==> config.mk <==
export PLATFORM = sky130hd
export DESIGN_NAME = uleb128_delta_address_stream
export DESIGN_NICKNAME = d
export VERILOG_FILES = /design/src/ulebd_pkg.sv /design/src/ulebd_decode.sv /design/src/ulebd_result_fifo.sv /design/src/uleb128_delta_address_stream.sv
export VERILOG_INCLUDE_DIRS = /design/src /design/src/src
export SDC_FILE = /design/constraint.sdc
export NUM_CORES = 1
export LEC_CHECK = 0
export BUFFER_PORTS_ARGS = -buffer_cell sky130_fd_sc_hd__buf_2
export CAP_MARGIN = 20
export CORE_MARGIN = 8
export CORE_UTILIZATION = 46
export DETAILED_ROUTE_END_ITERATION = 10
export SYNTH_ARGS = -nofsm -noshare
export SYNTH_HDL_FRONTEND = slang
export SYNTH_SLANG_ARGS = --single-unit
==> constraint.sdc <==
create_clock -name clk -period 5.7 [get_ports clk]
set_input_delay 0 -clock clk [delete_from_list [all_inputs] [get_ports clk]]
set_output_delay 0 -clock clk [all_outputs]
set_load 0.005 [all_outputs]
==> src/assert_macros.svh <==
// Assertion macros used by the top-level RTL file of the ULEB128 delta address stream.
`ifndef ASSERT_MACROS_SVH
`define ASSERT_MACROS_SVH

// Checks a property at every rising clock edge outside of reset.
`define ASSERT_CLK(lbl, clk, rst, prop, msg) \
  lbl: assert property (@(posedge clk) disable iff (rst) (prop)) else $error(msg);

// Checks that a condition always implies a consequence at the same edge.
`define ASSERT_IMPLIES(lbl, clk, rst, cond, cons, msg) \
  `ASSERT_CLK(lbl, clk, rst, (cond) |-> (cons), msg)

`endif

==> src/ulebd_pkg.sv <==
// Package with types and constants of the ULEB128 delta address stream.
`default_nettype none

package ulebd_pkg;

  localparam logic [7:0] PAYLOAD_MASK = 8'h7F;
  localparam logic [7:0] CONT_BIT     = 8'h80;
  localparam logic [6:0] SHIFT_STEP   = 7'd7;

  typedef enum logic [1:0] {
    KIND_ADDRESS  = 2'd0,
    KIND_END      = 2'd1,
    KIND_OVERFLOW = 2'd2
  } kind_t;

  typedef struct packed {
    kind_t       kind;
    logic [63:0] addr;
    logic        last;
  } result_t;

  typedef struct packed {
    logic [63:0] running;
    logic [63:0] partial;
    logic [6:0]  shift;
    logic        stopped;
  } dec_state_t;

  typedef struct packed {
    dec_state_t  state_next;
    logic [1:0]  n_results;
    result_t     res0;
    result_t     res1;
  } dec_out_t;

  typedef struct packed {
    logic not_empty;
    logic space2;
  } fifo_status_t;

endpackage

`default_nettype wire

==> src/ulebd_decode.sv <==
// Combinational decode of one byte against the current decoder state.
`default_nettype none

module ulebd_decode (
  input  wire logic [7:0]             data_byte,
  input  wire logic                   last_byte,
  input  wire logic [63:0]            base,
  input  wire ulebd_pkg::dec_state_t  state,
  output ulebd_pkg::dec_out_t         dec
);
  import ulebd_pkg::*;

  dec_state_t  st;
  result_t     dec_res;
  result_t     end_res;
  logic        has_dec;
  logic [63:0] slice;
  logic [63:0] partial_new;

  always_comb begin
    st          = state;
    has_dec     = 1'b0;
    dec_res     = '0;
    end_res     = '0;
    slice       = {56'd0, data_byte & PAYLOAD_MASK} << state.shift[5:0];
    partial_new = state.partial | slice;

    if (!state.stopped) begin
      if (state.shift == 7'd0 && data_byte == 8'd0) begin
        st.stopped = 1'b1;
      end else if (state.shift[6]) begin
        // Shift has reached 64 or more: the value cannot fit.
        has_dec      = 1'b1;
        dec_res.kind = KIND_OVERFLOW;
        st.partial   = '0;
        st.shift     = '0;
        st.stopped   = 1'b1;
      end else begin
        st.partial = partial_new;
        st.shift   = state.shift + SHIFT_STEP;
        if ((data_byte & CONT_BIT) == 8'd0) begin
          has_dec      = 1'b1;
          st.running   = state.running + partial_new;
          dec_res.kind = KIND_ADDRESS;
          dec_res.addr = state.running + partial_new;
          st.partial   = '0;
          st.shift     = '0;
        end
      end
    end

    end_res.kind = KIND_END;
    end_res.last = 1'b1;
    dec_res.last = !last_byte;

    if (last_byte) begin
      st.running = base;
      st.partial = '0;
      st.shift   = '0;
      st.stopped = 1'b0;
    end

    dec.state_next = st;
    dec.n_results  = {1'b0, has_dec} + {1'b0, last_byte};
    dec.res0       = has_dec ? dec_res : end_res;
    dec.res1       = end_res;
  end

endmodule

`default_nettype wire

==> src/ulebd_result_fifo.sv <==
// Register queue of result transactions, taking up to two results per cycle.
`default_nettype none

module ulebd_result_fifo #(
  parameter int unsigned DEPTH = 4
) (
  input  wire logic                    clk,
  input  wire logic                    rst,
  input  wire logic [1:0]              push_n,
  input  wire ulebd_pkg::result_t      push0,
  input  wire ulebd_pkg::result_t      push1,
  input  wire logic                    pop,
  output ulebd_pkg::result_t           head,
  output ulebd_pkg::fifo_status_t      status
);
  import ulebd_pkg::*;

  localparam int unsigned PTR_W = (DEPTH > 1) ? $clog2(DEPTH) : 1;
  localparam int unsigned CNT_W = $clog2(DEPTH + 1);

  result_t            mem [DEPTH];
  logic [PTR_W-1:0]   wptr;
  logic [PTR_W-1:0]   wptr_next;
  logic [PTR_W-1:0]   rptr;
  logic [PTR_W-1:0]   wp1;
  logic [PTR_W-1:0]   wp2;
  logic [CNT_W-1:0]   count;
  logic [CNT_W-1:0]   count_next;

  function automatic logic [PTR_W-1:0] ptr_inc(input logic [PTR_W-1:0] p);
    return (p == PTR_W'(DEPTH - 1)) ? '0 : p + 1'b1;
  endfunction

  assign wp1 = ptr_inc(wptr);
  assign wp2 = ptr_inc(wp1);

  always_comb begin
    unique case (push_n)
      2'd1:    wptr_next = wp1;
      2'd2:    wptr_next = wp2;
      default: wptr_next = wptr;
    endcase
    count_next = count + CNT_W'(push_n) - CNT_W'(pop);
  end

  always_ff @(posedge clk) begin
    if (push_n != 2'd0) begin
      mem[wptr] <= push0;
    end
    if (push_n == 2'd2) begin
      mem[wp1] <= push1;
    end
  end

  always_ff @(posedge clk) begin
    if (rst) begin
      wptr  <= '0;
      rptr  <= '0;
      count <= '0;
    end else begin
      wptr  <= wptr_next;
      count <= count_next;
      if (pop) begin
        rptr <= ptr_inc(rptr);
      end
    end
  end

  assign head             = mem[rptr];
  assign status.not_empty = (count != '0);
  assign status.space2    = (count <= CNT_W'(DEPTH - 2));

endmodule

`default_nettype wire

==> src/uleb128_delta_address_stream.sv <==
// Top level of the ULEB128 delta address stream decoder.
// Usage:
//   The input channel (in_valid, in_stall, data_byte, last_byte) carries one
//   byte of a ULEB128 delta list per transaction. The output channel
//   (out_valid, out_stall, result_kind, function_address, last_of_run)
//   carries one result per transaction: a decoded address, an end marker or
//   an overflow error. One byte gives zero, one or two results, and
//   last_of_run marks the final result of a byte.
//   A byte that is taken sits in the input register until the queue has room
//   for two more results; it is then decoded and queued, and its first result
//   is offered once it is queued.
//   Throughput is one byte per cycle while the queue has room. The output
//   side moves one result per cycle while out_stall is low, so a byte that
//   gives two results occupies the output for both of them in turn.
//   A cfg_write with cfg_data sets the base address and restarts decoding from it;
//   the user must write only while the block is idle; the block does not enforce it.
//   Reset clears the queue, the input register and the decoder state, and
//   sets the base address to zero.
//   When the receiver stalls, queued results hold still; in_stall is raised
//   while a held byte waits for room for two more results in the queue.
`default_nettype none

module uleb128_delta_address_stream #(
  parameter int unsigned FIFO_DEPTH = 4
) (
  input  wire logic        clk,
  input  wire logic        rst,
  input  wire logic        cfg_write,
  input  wire logic [63:0] cfg_data,
  input  wire logic        in_valid,
  output logic             in_stall,
  input  wire logic [7:0]  data_byte,
  input  wire logic        last_byte,
  output logic             out_valid,
  input  wire logic        out_stall,
  output logic [1:0]       result_kind,
  output logic [63:0]      function_address,
  output logic             last_of_run
);
  import ulebd_pkg::*;

  `include "assert_macros.svh"

  // Configuration and decoder state.
  logic [63:0]  base;
  dec_state_t   state;

  // Input register: holds one byte transaction until it is decoded.
  logic         s1_valid;
  logic [7:0]   s1_byte;
  logic         s1_last;

  dec_out_t     dec;
  fifo_status_t fifo_status;
  result_t      head;
  logic         advance;
  logic         in_take;
  logic         out_take;

  // The held byte moves on only when the queue has room for both of its
  // possible results.
  assign advance  = s1_valid && fifo_status.space2;
  assign in_stall = s1_valid && !advance;
  assign in_take  = in_valid && !in_stall;

  always_ff @(posedge clk) begin
    if (rst) begin
      s1_valid <= 1'b0;
    end else if (in_take) begin
      s1_valid <= 1'b1;
    end else if (advance) begin
      s1_valid <= 1'b0;
    end
  end

  always_ff @(posedge clk) begin
    if (in_take) begin
      s1_byte <= data_byte;
      s1_last <= last_byte;
    end
  end

  ulebd_decode u_decode (
    .data_byte (s1_byte),
    .last_byte (s1_last),
    .base      (base),
    .state     (state),
    .dec       (dec)
  );

  // A base write restarts the decoder; the user must send it only while idle, which the block does not enforce.
  always_ff @(posedge clk) begin
    if (rst) begin
      base  <= '0;
      state <= '0;
    end else if (cfg_write) begin
      base          <= cfg_data;
      state.running <= cfg_data;
      state.partial <= '0;
      state.shift   <= '0;
      state.stopped <= 1'b0;
    end else if (advance) begin
      state <= dec.state_next;
    end
  end

  ulebd_result_fifo #(
    .DEPTH (FIFO_DEPTH)
  ) u_fifo (
    .clk    (clk),
    .rst    (rst),
    .push_n (advance ? dec.n_results : 2'd0),
    .push0  (dec.res0),
    .push1  (dec.res1),
    .pop    (out_take),
    .head   (head),
    .status (fifo_status)
  );

  assign out_valid        = fifo_status.not_empty;
  assign out_take         = out_valid && !out_stall;
  assign result_kind      = head.kind;
  assign function_address = head.addr;
  assign last_of_run      = head.last;

  // A new byte is only taken when the input register is free this cycle.
  `ASSERT_IMPLIES(a_in_reg_free, clk, rst, in_take, !s1_valid || advance,
    "byte accepted while the input register stays occupied")
  // The end marker always closes the results of its byte.
  `ASSERT_IMPLIES(a_end_is_last, clk, rst, out_valid && result_kind == KIND_END,
    last_of_run, "end marker not flagged as final result")
  // Only address results carry an address.
  `ASSERT_IMPLIES(a_addr_zero, clk, rst, out_valid && result_kind != KIND_ADDRESS,
    function_address == 64'd0, "non-address result carries an address")

endmodule

`default_nettype wire

; ---- Yosys cells after proc, flatten, opt, wreduce, memory -nomap -nowiden
; Memories as Yosys holds them, arrays and structs flattened. A register that Yosys moved wholly into a read port is not among the register bits.
; Cells that the tools add are included.
[word_totals]
out_inout_bits = 69
ram_bits = 268
in_bits = 78
memories = 1
ff_bits = 217
elab_cells = 87
[mem_list]
columns = memory, words, width, read_ports, rd_clocked_by_memory_dff, wr, line_no
row1 = u_fifo.mem, 4, 67, 1, 1, 2, ulebd_result_fifo.sv:21  ; result_t mem [DEPTH];
[op_classes]
bitwise = 1
n_shift = 1
n_eq_ne = 10
reduce_logical = 21
n_lt_le_gt_ge = 1
add_sub_neg = 8
mux = 33
[op_table]
columns = op, n
row1 = 136-bit 2-to-1 mux, 4
row2 = 135-bit 2-to-1 mux, 2
row3 = 64-bit 2-to-1 mux, 3
row4 = 66-bit 2-to-1 mux, 2
row5 = 71-bit 2-to-1 mux, 1
row6 = 67-bit 2-to-1 mux, 1
row7 = 64-bit adder, 1
row8 = 64-bit bitwise OR, 1
row9 = 7-bit by 6-bit left shift with 64-bit output, 1
row10 = 8-bit zero test, 2
row11 = 2-bit 2-to-1 mux, 7
row12 = 1-bit 2-to-1 mux, 12
row13 = "2-bit == test, second input constant", 4
row14 = 2-bit nonzero test, 4
row15 = "7-bit by 3-bit adder with 7-bit output, second input constant", 1
row16 = 7-bit zero test, 1
row17 = "2-bit by 1-bit adder with 2-bit output, second input constant", 3
row18 = "3-bit by 2-bit inequality test with 1-bit output, second input constant", 2
row19 = 3-bit nonzero test, 2
row20 = 1-bit logical AND, 5
row21 = 5-bit AND reduction, 1
row22 = 1-bit zero test, 4
row23 = 2-bit one-hot mux with 2 select lines, 1
row24 = 3-bit by 2-bit adder with 3-bit output, 1
row25 = other kinds (9), 9

; ---- Longest topological paths before layout
[logic_depth]
ltp_word = 10
mapped_depth = 21
mapped_depth_nobuf = 19

; ---- Modules after synthesis
; Synthesis repeated with hierarchy kept, for this count alone.
[hier_totals]
hier_cells = 2902
area_unflattened_um2 = 31373.8
[modules_own_cells]
columns = mod, n_inst, seq_area_each_um2, cells_per_inst, area_each_um2
row1 = ulebd_result_fifo, 1, 8227.9, 709, 13728.2
row2 = uleb128_delta_address_stream, 1, 4294.1, 923, 9730.6
row3 = ulebd_decode, 1, 0.0, 1270, 7915.1

; ---- Least setup slack after synthesis
; Ideal clock, no wire load.
[synth_path]
path_kind = flip-flop to flip-flop
from = register state[2] (netlist name)
to = register state[132] (netlist name)
setup_ns = 0.132
synth_period_minus_slack_ns = 4.281
required_ns = 5.568
arrival_ns = 4.148
stages_incl_launch_ff = 18
setup_slack_ns = 1.419
path_buffers = 2
cell_sequence = dfxtp_1 clkbuf_1 clkbuf_1 mux2i_1 a21oi_1 mux2i_1 nor2_1 a22o_1 a21o_1 ha_1 nand2_1 or4_1 or4_1 o22a_1 a41o_1 xnor2_2 a221oi_1 a21oi_1
[synth_between]
elab_chain_len = 10
elab_cells_between_ends = 14
classes_between = 1 x add/sub / 1 x eq/ne / 1 x shift / 7 x mux / 1 x bitwise / 3 x reduce/logical
[synth_rtl]
columns = element, line_no
row1 = 7-bit by 6-bit left shift with 64-bit output, ulebd_decode.sv:25  ; slice = {56'd0, data_byte & PAYLOAD_MASK} << state.shift[5:0];
row2 = 64-bit bitwise OR, ulebd_decode.sv:26  ; partial_new = state.partial | slice;
row3 = 64-bit adder, ulebd_decode.sv:43  ; st.running = state.running + partial_new;
row4 = 135-bit 2-to-1 mux, ulebd_decode.sv:41  ; if ((data_byte & CONT_BIT) == 8'd0) begin
row5 = 64-bit 2-to-1 mux, ulebd_decode.sv:31  ; end else if (state.shift[6]) begin
row6 = 135-bit 2-to-1 mux, ulebd_decode.sv:29  ; if (state.shift == 7'd0 && data_byte == 8'd0) begin
row7 = 136-bit 2-to-1 mux, ulebd_decode.sv:28  ; if (!state.stopped) begin
row8 = 136-bit 2-to-1 mux, ulebd_decode.sv:56  ; if (last_byte) begin
row9 = 136-bit 2-to-1 mux, uleb128_delta_address_stream.sv:102  ; end else if (advance) begin
row10 = 136-bit 2-to-1 mux, uleb128_delta_address_stream.sv:96  ; end else if (cfg_write) begin
; Parallel ways exist; a longest one is shown, timed or not. The select of a mux whose other input is x is not followed.
; A chain may end at the register's enable or synchronous reset.

; ---- Worst setup path in the final report
[layout_path]
from = register state[2] (netlist name)
to = register state[120] (netlist name)
[layout_between]
elab_chain_len = 10
elab_cells_between_ends = 14
classes_between = 1 x add/sub / 1 x eq/ne / 1 x shift / 7 x mux / 1 x bitwise / 3 x reduce/logical
[layout_rtl]
columns = element, line_no
row1 = 7-bit by 6-bit left shift with 64-bit output, ulebd_decode.sv:25
row2 = 64-bit bitwise OR, ulebd_decode.sv:26
row3 = 64-bit adder, ulebd_decode.sv:43
row4 = 135-bit 2-to-1 mux, ulebd_decode.sv:41
row5 = 64-bit 2-to-1 mux, ulebd_decode.sv:31
row6 = 135-bit 2-to-1 mux, ulebd_decode.sv:29
row7 = 136-bit 2-to-1 mux, ulebd_decode.sv:28
row8 = 136-bit 2-to-1 mux, ulebd_decode.sv:56
row9 = 136-bit 2-to-1 mux, uleb128_delta_address_stream.sv:102
row10 = 136-bit 2-to-1 mux, uleb128_delta_address_stream.sv:96
; Parallel ways exist; a longest one is shown, timed or not. The select of a mux whose other input is x is not followed.

==> flow_metrics.env <==
export IMPL_outcome="finished, violations left"
export IMPL_violations="hold timing"
export IMPL_end_kind="register"
export IMPL_drc=0
export IMPL_worstMarginPinSlew_ps=1150
export IMPL_core_um2=52700
export IMPL_cts_made_buffers=52
export IMPL_wl_um=86600
export IMPL_hold_slack_ps=-25.6
export IMPL_cts_tree="yes"
export IMPL_avgViaCountPerCell=6.04
export IMPL_drive_gt1_share_pct=14.9
export IMPL_clk_latency_ps=620
export IMPL_setup_viol=0
export IMPL_final_common_cell="dfxtp_1"
export IMPL_rsz0062_at_grt="false"
export IMPL_min_period_ps=5150
export IMPL_fmax_ghz=0.194
export IMPL_port_buffers=146
export IMPL_hold_class="input port to register"
export IMPL_leakagePower_uw=0.0120
export IMPL_synthArstFlopShare_pct=0
export IMPL_synth_edf_count=9
export IMPL_synth_area_um2=24500
export IMPL_cp_max_fo=15
export IMPL_clkSinkCount=487
export IMPL_p_comb_share_pct=20.3
export IMPL_slew_headroom_pct=22.6
export IMPL_rows=84
export IMPL_synth_top_area_share_pct=39.0
export IMPL_clkTransAtPathRegs_ps=70
export IMPL_ios=147
export IMPL_clkPwrFrac_pct=37.7
export IMPL_antenna_found_initial=5
export IMPL_via_count=22200
export IMPL_yosysWarnings=0
export IMPL_grt_pass1_wl_um=131000
export IMPL_ctsLongestPathBuffers=3
export IMPL_p_int_uw=6910
export IMPL_avgSynthCellArea_um2=8.80
export IMPL_grt_max_degree=81
export IMPL_p_seq_share_pct=42.1
export IMPL_first_pass_iters=6
export IMPL_path_buf_inv=0
export IMPL_initial_utilization_pct=46.6
export IMPL_required_ps=6250
export IMPL_grt_pass1_vias=21500
export IMPL_clock_root_buffer="clkbuf_16"
export IMPL_start_kind="register"
export IMPL_synth_nets=2958
export IMPL_layout_common_cells="dfxtp_1, nand2_1, a21oi_1, nor2_1, buf_2"
export IMPL_synth_area_leaders="dfxtp_1, a21oi_1, nand2_1, mux4_2, ha_1"
export IMPL_crit_arrival_ps=5700
export IMPL_min_period_over_period_pct=90.4
export IMPL_die_height_um=247
export IMPL_ys_types=91
export IMPL_antenna_left=0
export IMPL_hpwl_um=60600
export IMPL_r2r_setup_slack_ps=550
export IMPL_drtIter0Drc=1952
export IMPL_hold_violations=1
export IMPL_fp_dieW_um=247
export IMPL_globalplace_congestion=0.927
export IMPL_track_usage_pct=27.5
export IMPL_die_area_um2=60900
export IMPL_crit_family="compound AO/OA/AOI/OAI gates"
export IMPL_skew_ps=17.0
export IMPL_yosysSeqAreaShare_pct=40.1
export IMPL_p_per_area_nw_per_um2=339
export IMPL_crit_top_cell="a21oi_1"
export IMPL_slowest_stage="xnor2_1"
export IMPL_worstPathCellList="mux2_2, o21ai_0, o22ai_1, a21o_1, ha_1, nand3_1, nor2_1, a41oi_1, a21oi_1, o311ai_2, o41ai_2, a21boi_1, xnor2_1, nand2_1, a21oi_1"
export IMPL_grt_ovfl_total=0
export IMPL_ys_ff_latch=487
export IMPL_cts_setup_buffers=0
export IMPL_slew_violations=0
export IMPL_fin_setup_tns_ps=0
export IMPL_max_stage_delay_ps=660
export IMPL_syn_instance_count=2785
export IMPL_placed_area_um2=26000
export IMPL_num_fill_cells=4822
export IMPL_htree_levels=2
export IMPL_critPathKind="register to register"
export IMPL_final_cell_area_um2=28900
export IMPL_synth_area_leader_cell="dfxtp_1"
export IMPL_swShare_pct=29.3
export IMPL_maxCapViolations=0
export IMPL_nets=3126
export IMPL_wl_per_cell_um=23.5
export IMPL_synthFlopType="dfxtp_1"
export IMPL_irDropWorstVdd_mv=0.231
export IMPL_p_sw_uw=2870
export IMPL_area_growth_pct=17.8
-- registers in the layout, summed over array words and instances (netlist names), named ones only --
signal,cells
u_fifo.wptr,2
base,64
u_fifo.mem,268
s1_valid,1
u_fifo.rptr,2
s1_byte,8
s1_last,1
u_fifo.count,3
state,136
-- Yosys cell counts, drive strengths merged (44+ instances only) --
cell and instances:
nor3b 51, ha 93, a222oi 44, mux2i 74, nor2 275, o21ai 104
a21oi 328, clkbuf 175, a22o 91, mux4 67, nand2 426, dfxtp 478
a21o 88
-- timing repair --
action | CTS | global route
gates resized for setup | 0 | 0
endpoints found under the setup margin | 0 | 0
hold buffers | 102 | 0
hold endpoints to repair | 151 | 0
-- metrics by stage --
stage / power, µW / worst slack [ps] / util, % / hold slack (ps) / std cells
6_report: 9780 / 545 / 54.8 / -25.6 / 3685
5_1_grt: 10200 / 214 / 54.8 / 19.0 / 3684
4_1_cts: 9840 / 600 / 54.8 / 27.9 / 3684
3_5_place_dp: 6110 / 627 / 49.3 / 180 / 3485
3_3_place_gp: 6050 / 692 / 49.3 / 178 / 3484
2_1_floorplan: 5370 / 1420 / - / 98.9 / 2785
-- cell families after synthesis --
kind of cell,after synthesis,synth area share (%)
AO/OA/AOI/OAI,822,22.7
XOR/XNOR,64,2.50
adder cells (fa/ha/maj),95,4.91
buffers and inverters,251,3.90
flip-flops,487,40.1
multiplexers,146,9.40
AND/OR/NAND/NOR,920,16.4
-- area by class of cell --
type | count | area, µm² | area share, %
clock buffers | 75 | 1560 | 5.40
multi-input cells | 2047 | 13800 | 47.8
clock inverters | 22 | 307 | 1.06
diodes | 1 | 2.50 | 0.00867
inverters | 35 | 131 | 0.455
repair buffers | 330 | 2370 | 8.22
flip-flops and latches | 487 | 9840 | 34.1
well taps | 688 | 861 | 2.98
-- final timing paths --
kind                                         from           endpoint  cells past startpoint
worst max-delay path                     state[2]         state[120]                     15
worst min-delay path                    cfg_write           base[53]                      3
worst max register to register           state[2]         state[120]                     15
worst min register to register  u_fifo.mem[3][14]  u_fifo.mem[3][14]                      2
-- worst reg2reg max path: cells and delay by family (launching register included) --
kind	cells	cell delay [ps]
AO/OA/AOI/OAI	9	2590
XOR/XNOR	1	660
flip-flops	1	650
multiplexers	1	410
adder cells (fa/ha/maj)	1	400
AND/OR/NAND/NOR	3	390
-- power groups by stage --
| stage | clock, µW | combinational, µW | sequential (µW) |
|---|---|---|---|
| 3_5_place_dp | 0 | 1930 | 4180 |
| 6_report | 3680 | 1980 | 4110 |
| 3_3_place_gp | 0 | 1890 | 4160 |
| 4_1_cts | 3740 | 1990 | 4110 |
| 5_1_grt | 3890 | 2160 | 4160 |
| 2_1_floorplan | 0 | 1330 | 4040 |
-- layer usage --
layer	vias up	GRT usage, %	share of wire (%)
li1	10400	-	-
met1	10900	37.2	43
met2	830	43.8	46
met3	126	5.91	8.1
met4	0	8.42	3.0
met5	-	0	0
Note: power is estimated with default switching activity, not from simulation.
